`src/hdl/sts_pkg.sv`:
```
package sts_pkg;

    // Operation codes carried by one input item
    typedef enum logic [1:0] {
        OP_INSERT = 2'd0,
        OP_LOOKUP = 2'd1,
        OP_READ   = 2'd2
    } t_op;

    // Status codes reported with each result item
    typedef enum logic [1:0] {
        ST_OK    = 2'd0,
        ST_FULL  = 2'd1,
        ST_RANGE = 2'd2
    } t_status;

    // Sequencer states: take item, compare in every cell, update and emit
    typedef enum logic [1:0] {
        S_IDLE = 2'd0,
        S_CMP  = 2'd1,
        S_UPD  = 2'd2
    } t_state;

    // Per-cycle commands broadcast to every cell of the chain
    typedef struct packed {
        logic cmp;  // capture key compare flags
        logic ins;  // apply insert shift
    } t_cell_ctl;

endpackage

```
`src/hdl/sts_cell.sv`:
```
module sts_cell #(
    parameter int KEY_WIDTH     = 32,
    parameter int PAYLOAD_WIDTH = 32
) (
    input  logic                     i_clk,
    input  sts_pkg::t_cell_ctl       i_ctl,
    input  logic                     i_occupied,
    input  logic                     i_first,
    input  logic [KEY_WIDTH-1:0]     i_new_key,
    input  logic [PAYLOAD_WIDTH-1:0] i_new_payload,
    input  logic [KEY_WIDTH-1:0]     i_prev_key,
    input  logic [PAYLOAD_WIDTH-1:0] i_prev_payload,
    input  logic                     i_prev_lt,
    output logic [KEY_WIDTH-1:0]     o_key,
    output logic [PAYLOAD_WIDTH-1:0] o_payload,
    output logic                     o_lt,
    output logic                     o_eq
);
    import sts_pkg::*;

    logic [KEY_WIDTH-1:0]     r_key;
    logic [PAYLOAD_WIDTH-1:0] r_payload;
    logic                     r_lt;
    logic                     r_eq;
    logic                     n_lt;
    logic                     n_eq;

    // Compare the held record against the searched key
    always_comb begin
        n_lt = i_occupied && (r_key < i_new_key);
        n_eq = i_occupied && (r_key == i_new_key);
    end

    // Capture compare flags
    always_ff @(posedge i_clk) begin
        if (i_ctl.cmp) begin
            r_lt <= n_lt;
            r_eq <= n_eq;
        end
    end

    // Hold below the slot, load the new record at the slot, shift up above it
    always_ff @(posedge i_clk) begin
        if (i_ctl.ins && !r_lt) begin
            if (i_first || i_prev_lt) begin
                r_key     <= i_new_key;
                r_payload <= i_new_payload;
            end else begin
                r_key     <= i_prev_key;
                r_payload <= i_prev_payload;
            end
        end
    end

    assign o_key     = r_key;
    assign o_payload = r_payload;
    assign o_lt      = r_lt;
    assign o_eq      = r_eq;

endmodule

```
`config.mk`:
```
export PLATFORM = sky130hd
export DESIGN_NAME = sts_cell
export DESIGN_NICKNAME = d
export VERILOG_FILES = /design/src/hdl/sts_pkg.sv /design/src/hdl/sts_cell.sv
export SDC_FILE = /design/constraint.sdc
export NUM_CORES = 1
export LEC_CHECK = 0
export CAP_MARGIN = 10
export CORE_MARGIN = 3
export CORE_UTILIZATION = 30
export CTS_BUF_LIST = sky130_fd_sc_hd__clkbuf_4
export DETAILED_ROUTE_END_ITERATION = 12
export DONT_BUFFER_PORTS = 1
export GPL_TIMING_DRIVEN = 0
export SLEW_MARGIN = 0
export SYNTH_ARGS = -nofsm -noshare
export SYNTH_HDL_FRONTEND = slang
export SYNTH_SLANG_ARGS = --single-unit
```
`constraint.sdc`:
```
create_clock -name i_clk -period 5.9 [get_ports i_clk]
set_clock_uncertainty 0.05 [all_clocks]
set_input_delay 0.295 -clock i_clk [delete_from_list [all_inputs] [get_ports i_clk]]
set_output_delay 0.295 -clock i_clk [all_outputs]
set_load 0.02 [all_outputs]
```
# Word level (Yosys, flattened, before mapping)
# Index checks and enable logic that the tools add are counted.
[totals] output_inout_bits=66 regBits=66 input_bits=134 elab_cells=13
[op_classes] n_eq_ne=1 muxes=2 reduce_logical=5 n_lt_le_gt_ge=1
[ops] operator="32-bit two-way mux" count=2
[ops] operator="32-bit == test" count=1
[ops] operator="32-bit less-than comparator" count=1
[ops] operator="1-bit logical AND" count=3
[ops] operator="1-bit zero test" count=1
[ops] operator="1-bit logical OR" count=1

# Longest topological paths before layout
# Gate-level depths: netlist of run 1.
[logic_depth] depth_word=2 depth_mapped=7 mapped_depth_nobuf=7

# Worst setup path after synthesis of run 1
# OpenSTA, ideal clock, no wires.
[synth_path] kind="register to register" startpoint="register r_lt (netlist: o_lt)" endpoint="register r_key[0] (netlist: o_key[0]), enable pin" path_slack_ps=2005 t_required_ps=5357 n_path_buf=0 stages_incl_launch_ff=2 setup_ps=493 synth_period_minus_slack_ps=3895 arrival_ps=3352 cell_sequence="edfxtp_1 -> nor2b_1"
[synth_via] elab_chain_cells=2
[synth_lines] item="from (decl)" line_no="sts_cell.sv:23" text="logic r_lt;"
[synth_lines] item="from (signal assigned)" line_no="sts_cell.sv:37" text="r_lt <= n_lt;"
[synth_lines] item="1-bit zero test" line_no="sts_cell.sv:44" text="if (i_ctl.ins && !r_lt) begin"
[synth_lines] item="1-bit logical AND" line_no="sts_cell.sv:44"
[synth_lines] item="to (signal assigned)" line_no="sts_cell.sv:46" text="r_key <= i_new_key;"
[synth_lines] item="to (signal assigned)" line_no="sts_cell.sv:49" text="r_key <= i_prev_key;"
[synth_lines] item="to (decl)" line_no="sts_cell.sv:21" text="logic [KEY_WIDTH-1:0] r_key;"
# Every way passes these cells.
# A chain may end at the register's enable or synchronous reset.

# Final worst setup path of run 1
[layout_path] startpoint="register r_key[7] (netlist: o_key[7])" endpoint="register r_lt (netlist: o_lt), data pin"
[layout_via] elab_chain_cells=2
[layout_lines] item="32-bit less-than comparator" line_no="sts_cell.sv:30" text="n_lt = i_occupied && (r_key < i_new_key);"
[layout_lines] item="1-bit logical AND" line_no="sts_cell.sv:30"
[layout_lines] item="net n_lt" line_no="sts_cell.sv:25" text="logic n_lt;"
# The timed path passes the listed nets, and every way through them passes these cells.

==> results.cfg, run 1 <==
[timing]
postLayoutSetupSlackWorst_ns = 3.829
slew_violations = 0
final_hold_vio_count = 0
final.setup.tns_ns = 0
timing.final.setup_violations = 0
period_minus_slack_ns = 2.071
worst_slew_margin_rel_pct = 36.97
max_freq_mhz = 482.9
fin_crit_sh_pct = 35.10
max_slew.worst_pin.slew_ns = 0.9434
rsz0062_at_grt = false

[clock_network]
cts_tree = done
tritoncts_num_sinks = 66
cts.clk_slew.worst_paths_ns = 0.12
cts-buffers-inserted = 9
htreeDepth = 3
clkLatencyLatePin_ns = 0.41
root_buffer = sky130_fd_sc_hd__clkbuf_4
max-clock-path-buffers = 2

[global_routing]
via_count_of_the_first_global_routing_pass = 2568
globalRoute.totalOverflow = 0
grt_first_pass_wirelength_mm = 13.82
maximum_number_of_pins_on_one_net_before_global_route_repair = 35
antenna_violations_before_repair = 0
grt_usage_pct = 14.22

[logic_synthesis]
syn_area_per_cell_um2 = 12.35
synth_area_leaders = sky130_fd_sc_hd__edfxtp_1, sky130_fd_sc_hd__ha_1, sky130_fd_sc_hd__mux2_2
ys.warnings.count = 0
synthArstFlopShare_pct = 0
synth_cell_type_count = 29
synth-edff-count = 66
yosysTopAreaCellShare_pct = 56.09
synth_sequential_area_ratio_pct = 56.09
synthesis.area_um2 = 3533
yosys_register_bits = 66
synth_top_flop_cell = sky130_fd_sc_hd__edfxtp_1
syn_nets = 452
ys_top_cells_by_count = sky130_fd_sc_hd__edfxtp_1, sky130_fd_sc_hd__nand2_1, sky130_fd_sc_hd__ha_1, sky130_fd_sc_hd__inv_1, sky130_fd_sc_hd__o21ai_1
yosys.cell_count.top_type = sky130_fd_sc_hd__edfxtp_1
synth_cells = 286
synth_top_area_cell = sky130_fd_sc_hd__edfxtp_1

[pwr]
worst_vdd_ir_v = 0.0001050
switchingPower_uw = 305.5
leakage_nw = 1.691
netSwitchingFraction_pct = 27.61
power_per_cell_area_nw_per_um2 = 255.5
share_clk_of_total_power_pct = 31.6
power.combinational.fraction_pct = 13.4
power.sequential.fraction_pct = 55.0
internal_power_uw = 801.2

[critical_path]
max_stage_delay_ns = 0.53
timing.critical_path.arrival_ns = 2.18
crit_chain = ha_1 -> nand2_1 -> o21a_1 -> o221a_1 -> o211ai_1 -> a211oi_2
critical_path.startpoint_type = flip-flop
worst-endpoint-required_ns = 6.00
cp_max_fo = 2
timing.critical_path.slowest_stage_cell = sky130_fd_sc_hd__edfxtp_1
end_kind = flip-flop
crit_type = flip-flop to flip-flop
ff2ff_path_depth = 6

[drt]
drc_violation_total_after_the_first_tritonroute_iteration = 95
route.detailed.vias_per_inst = 4.930
detailroute.wirelength.met2_mm = 4.476
wire_per_inst_um = 19.38
antenna_left = 0
met3_length_mm = 1.046
detail_route.wirelength_mm = 9.477
route.vias.total = 2411
remaining_drc_errors = 0
drt-met1-wl_mm = 3.771
dr.max_layer_used = met4
dr.pass1.iters = 4

[worst_hold_path]
min_path_cells = 2
hold_path_class = input pin to flip-flop

[floorplan]
io-pin-count = 200
design.core.area_um2 = 11470
die-width_um = 114.5
start_util_pct = 30.81
dieArea_um2 = 13120
die_y_um = 114.5
placement_rows = 39

[placed_design]
placement.setup.worst_slack_ns = 3.850
place_hpwl_mm = 7.156
count_of_input_and_output_buffers = 0
gp_congestion = 0.7785

[status]
status = finished, final reports clean

[finish]
drive_gt1_share_pct = 17.63
antenna_cells = 0
nets = 507
area_delta_synth_final_pct = 22.59
nFillCells = 1111

[job]
max_cap_viol_count = 0
sequential cells by signal (all words and copies together) (netlist names):
name / count
o_eq: 1
o_payload: 32
o_lt: 1
o_key: 32
what timing repair did:
item                      in CTS  in global routing
gates resized for setup        0                  0
hold endpoints to repair      31                  5
hold buffers                  34                  9
setup buffers                  0                  0
per-stage QoR:
step / power [mW] / cell area, um2 / cells / hold WS, ns / utilization (%)
after floorplan: 0.7079 / 3533 / 286 / 0.3575 / -
after global placement: 0.7422 / 3712 / 429 / 0.3580 / 32.37
after detailed placement: 0.7453 / 3740 / 430 / 0.3579 / 32.61
after CTS: 1.120 / 4242 / 480 / 0.0001071 / 36.99
after global routing: 1.165 / 4332 / 489 / 0.0006982 / 37.77
final: 1.107 / 4332 / 489 / 0.04144 / 37.77
worst max-delay path, delay by kind of cell (launching register included):
| kind | cells | cell delay [ns] |
|---|---|---|
| adder cells (fa/ha/maj) | 1 | 0.35 |
| AO/OA/AOI/OAI | 4 | 0.78 |
| flip-flops | 1 | 0.53 |
| AND/OR/NAND/NOR | 1 | 0.09 |
kinds of logic (layout without fill, tap and decap cells):
logic type	Yosys count	after routing	synth area share, %
buffers and inverters	42	102	4.780
flip-flops	66	66	56.09
AND/OR/NAND/NOR	57	57	8.215
AO/OA/AOI/OAI	56	56	9.065
adder cells (fa/ha/maj)	32	32	11.33
multiplexers	33	33	10.52
power groups by stage:
stage | Combinational [mW] | Clock, mW | Sequential (mW)
after floorplan | 0.0941 | 0 | 0.614
after global routing | 0.171 | 0.382 | 0.612
after global placement | 0.119 | 0 | 0.623
after CTS | 0.146 | 0.365 | 0.609
final | 0.148 | 0.350 | 0.608
after detailed placement | 0.126 | 0 | 0.619
placed cells by master, fill, tap and decap left out, drive strengths merged:
cell type / netlist / final
clkbuf: 0 / 9
ha: 32 / 32
a21o: 3 / 3
nor2: 4 / 4
inv: 32 / 32
o21ai: 34 / 34
nand4b: 1 / 1
nor4: 4 / 4
buf: 10 / 11
nor2b: 3 / 3
a21oi: 11 / 11
edfxtp: 66 / 66
nand2: 37 / 37
nand4: 7 / 7
a2bb2oi: 1 / 1
o211a: 1 / 1
o221a: 1 / 1
dlygate4sd3: 0 / 43
o21a: 2 / 2
clkinv: 0 / 4
clkinvlp: 0 / 1
bufinv: 0 / 2
a211oi: 2 / 2
mux2: 33 / 33
nand3: 1 / 1
o211ai: 1 / 1
final timing paths:
path	start	to	slack, ns
hold reg to reg	o_lt$_DFFE_PP_	o_key[19]$_DFFE_PP_	0.94
setup reg to reg	o_key[7]$_DFFE_PP_	o_lt$_DFFE_PP_	3.83
setup / recovery	o_key[7]$_DFFE_PP_	o_lt$_DFFE_PP_	3.83
hold / removal	i_prev_key[30]	o_key[30]$_DFFE_PP_	0.04
final cells by class:
cell class,count,area (um2),area share (%)
flip-flops and latches,66,1982,45.75
well taps,143,178.9,4.131
multi-input cells,178,1390,32.09
plain buffers,10,48.80,1.127
inverters,32,120.1,2.773
repair buffers,44,450.4,10.40
clock inverters,7,93.84,2.166
clock buffers,9,67.56,1.560
layer usage:
layer | vias up | global-route usage (%)
met4 | 0 | 6.413
met3 | 13 | 6.448
met1 | 1095 | 15.94
li1 | 1158 | -
met2 | 145 | 23.13
met5 | - | 0
(Power assumes the default switching activity.)
==> inputs of run 2 (changes only) <==
ABC_AREA = 1   (was default)
clock period = 1.65 ns   (was 5.9 ns; I/O delays follow)
==> run 2 against run 1 <==
Effect of this change: the flow now stops in clock tree synthesis (4_1_cts); area after synthesis rose by 2.1%; synthesized cell count rose by 11%.
==> results.cfg, run 2 <==
[logic_synthesis]
syn_area_per_cell_um2 = 11.38
synth-edff-count = 66
synth_cell_type_count = 23
yosysTopAreaCellShare_pct = 54.92
ys.warnings.count = 0
synth_top_area_cell = sky130_fd_sc_hd__edfxtp_1
synth_area_leaders = sky130_fd_sc_hd__edfxtp_1, sky130_fd_sc_hd__ha_1, sky130_fd_sc_hd__mux2_2
synth_top_flop_cell = sky130_fd_sc_hd__edfxtp_1
synthArstFlopShare_pct = 0
synthesis.area_um2 = 3608
yosys_register_bits = 66
synth_cells = 317
yosys.cell_count.top_type = sky130_fd_sc_hd__edfxtp_1
syn_nets = 483
ys_top_cells_by_count = sky130_fd_sc_hd__edfxtp_1, sky130_fd_sc_hd__nand2_1, sky130_fd_sc_hd__inv_1
synth_sequential_area_ratio_pct = 54.92

[clock_network]
root_buffer = sky130_fd_sc_hd__clkbuf_4
htreeDepth = 3
cts_repair_resize_count = 12
cts-buffers-inserted = 9
tritoncts_num_sinks = 66
max-clock-path-buffers = 2
holdBufCountCts = 101
post-cts-setup-buffers = 1

[floorplan]
die-width_um = 115.7
start_util_pct = 31.20
io-pin-count = 200
placement_rows = 39
die_y_um = 115.7

[status]
failed_stage = clock tree synthesis (4_1_cts)
status = did not finish
first-error = [ERROR RSZ-0060] Max buffer count reached.

[placed_design]
count_of_input_and_output_buffers = 0
placed_cells_incl_taps = 461
place_hpwl_mm = 7.108
gp_congestion = 0.7644
==> run 2: changes by cell type after synthesis, moves of 6 or more <==
cell,change
sky130_fd_sc_hd__o21ai_0,+19
sky130_fd_sc_hd__buf_2,-8
sky130_fd_sc_hd__inv_1,+12
sky130_fd_sc_hd__nand2_1,+28
sky130_fd_sc_hd__o21ai_1,-20
sky130_fd_sc_hd__buf_6,+6
==> run 2: cells by family after synthesis <==
family | share of synthesized area [%]
AND/OR/NAND/NOR | 9.500
flip-flops | 54.92
AO/OA/AOI/OAI | 7.074
adder cells (fa/ha/maj) | 11.10
multiplexers | 10.30
buffers and inverters | 7.108
==> run 2: metrics by stage <==
stage,worst slack (ns),utilization [%],TNS (ns),cell area (um2),hold WS (ns)
detailed placement,-0.3591,32.99,-15.81,3815,0.1459
global placement,-0.7948,32.81,-51.00,3795,0.1458
floorplan,-0.3070,-,-19.65,3616,0.1450
==> inputs of run 3 (changes only) <==
CORE_UTILIZATION = 20   (was 30)
CTS_BUF_LIST = default   (was sky130_fd_sc_hd__clkbuf_4)
PLACE_DENSITY_LB_ADDON = 0.15   (was default)
clock period = 2.1 ns   (was 1.65 ns; I/O delays follow)
==> run 3 against run 2 <==
Effect of this change: the run again fails in clock tree synthesis (4_1_cts); synthesized cell count did not move; area after synthesis did not move.
==> results.cfg, run 3 <==
[logic_synthesis]
synth_sequential_area_ratio_pct = 54.92
yosys.cell_count.top_type = sky130_fd_sc_hd__edfxtp_1
yosys_register_bits = 66
ys_top_cells_by_count = sky130_fd_sc_hd__edfxtp_1, sky130_fd_sc_hd__nand2_1, sky130_fd_sc_hd__inv_1
synth_top_flop_cell = sky130_fd_sc_hd__edfxtp_1
synth_top_area_cell = sky130_fd_sc_hd__edfxtp_1
synth-edff-count = 66
yosysTopAreaCellShare_pct = 54.92
ys.warnings.count = 0
synthArstFlopShare_pct = 0
synth_cells = 317
syn_nets = 483
synthesis.area_um2 = 3608
synth_area_leaders = sky130_fd_sc_hd__edfxtp_1, sky130_fd_sc_hd__ha_1, sky130_fd_sc_hd__mux2_2
syn_area_per_cell_um2 = 11.38
synth_cell_type_count = 23

[clock_network]
htreeDepth = 3
tritoncts_num_sinks = 66
root_buffer = sky130_fd_sc_hd__clkbuf_16
cts_repair_resize_count = 0
cts-buffers-inserted = 9
max-clock-path-buffers = 2
holdBufCountCts = 113
post-cts-setup-buffers = 0

[floorplan]
die-width_um = 140.3
placement_rows = 48
start_util_pct = 20.65
io-pin-count = 200
die_y_um = 140.3

[placed_design]
placed_cell_area_um2 = 3945
place_hpwl_mm = 7.758
count_of_input_and_output_buffers = 0
gp_congestion = 0.7339

[status]
failed_stage = clock tree synthesis (4_1_cts)
status = did not finish
first-error = [ERROR RSZ-0060] Max buffer count reached.
==> run 3: cell counts after synthesis <==
Identical to the previous run, type by type.
==> run 3: logic make-up after synthesis <==
family | after synthesis | synth area share [%]
AO/OA/AOI/OAI | 49 | 7.074
adder cells (fa/ha/maj) | 32 | 11.10
buffers and inverters | 54 | 7.108
flip-flops | 66 | 54.92
multiplexers | 33 | 10.30
AND/OR/NAND/NOR | 83 | 9.500
==> run 3: metrics by stage <==
step	std cells	worst slack, ns	hold slack [ns]	TNS [ns]
detailed placement	544	0.2583	0.1680	0
global placement	542	-0.5234	0.1680	-33.22
floorplan	317	0.1193	0.1675	0
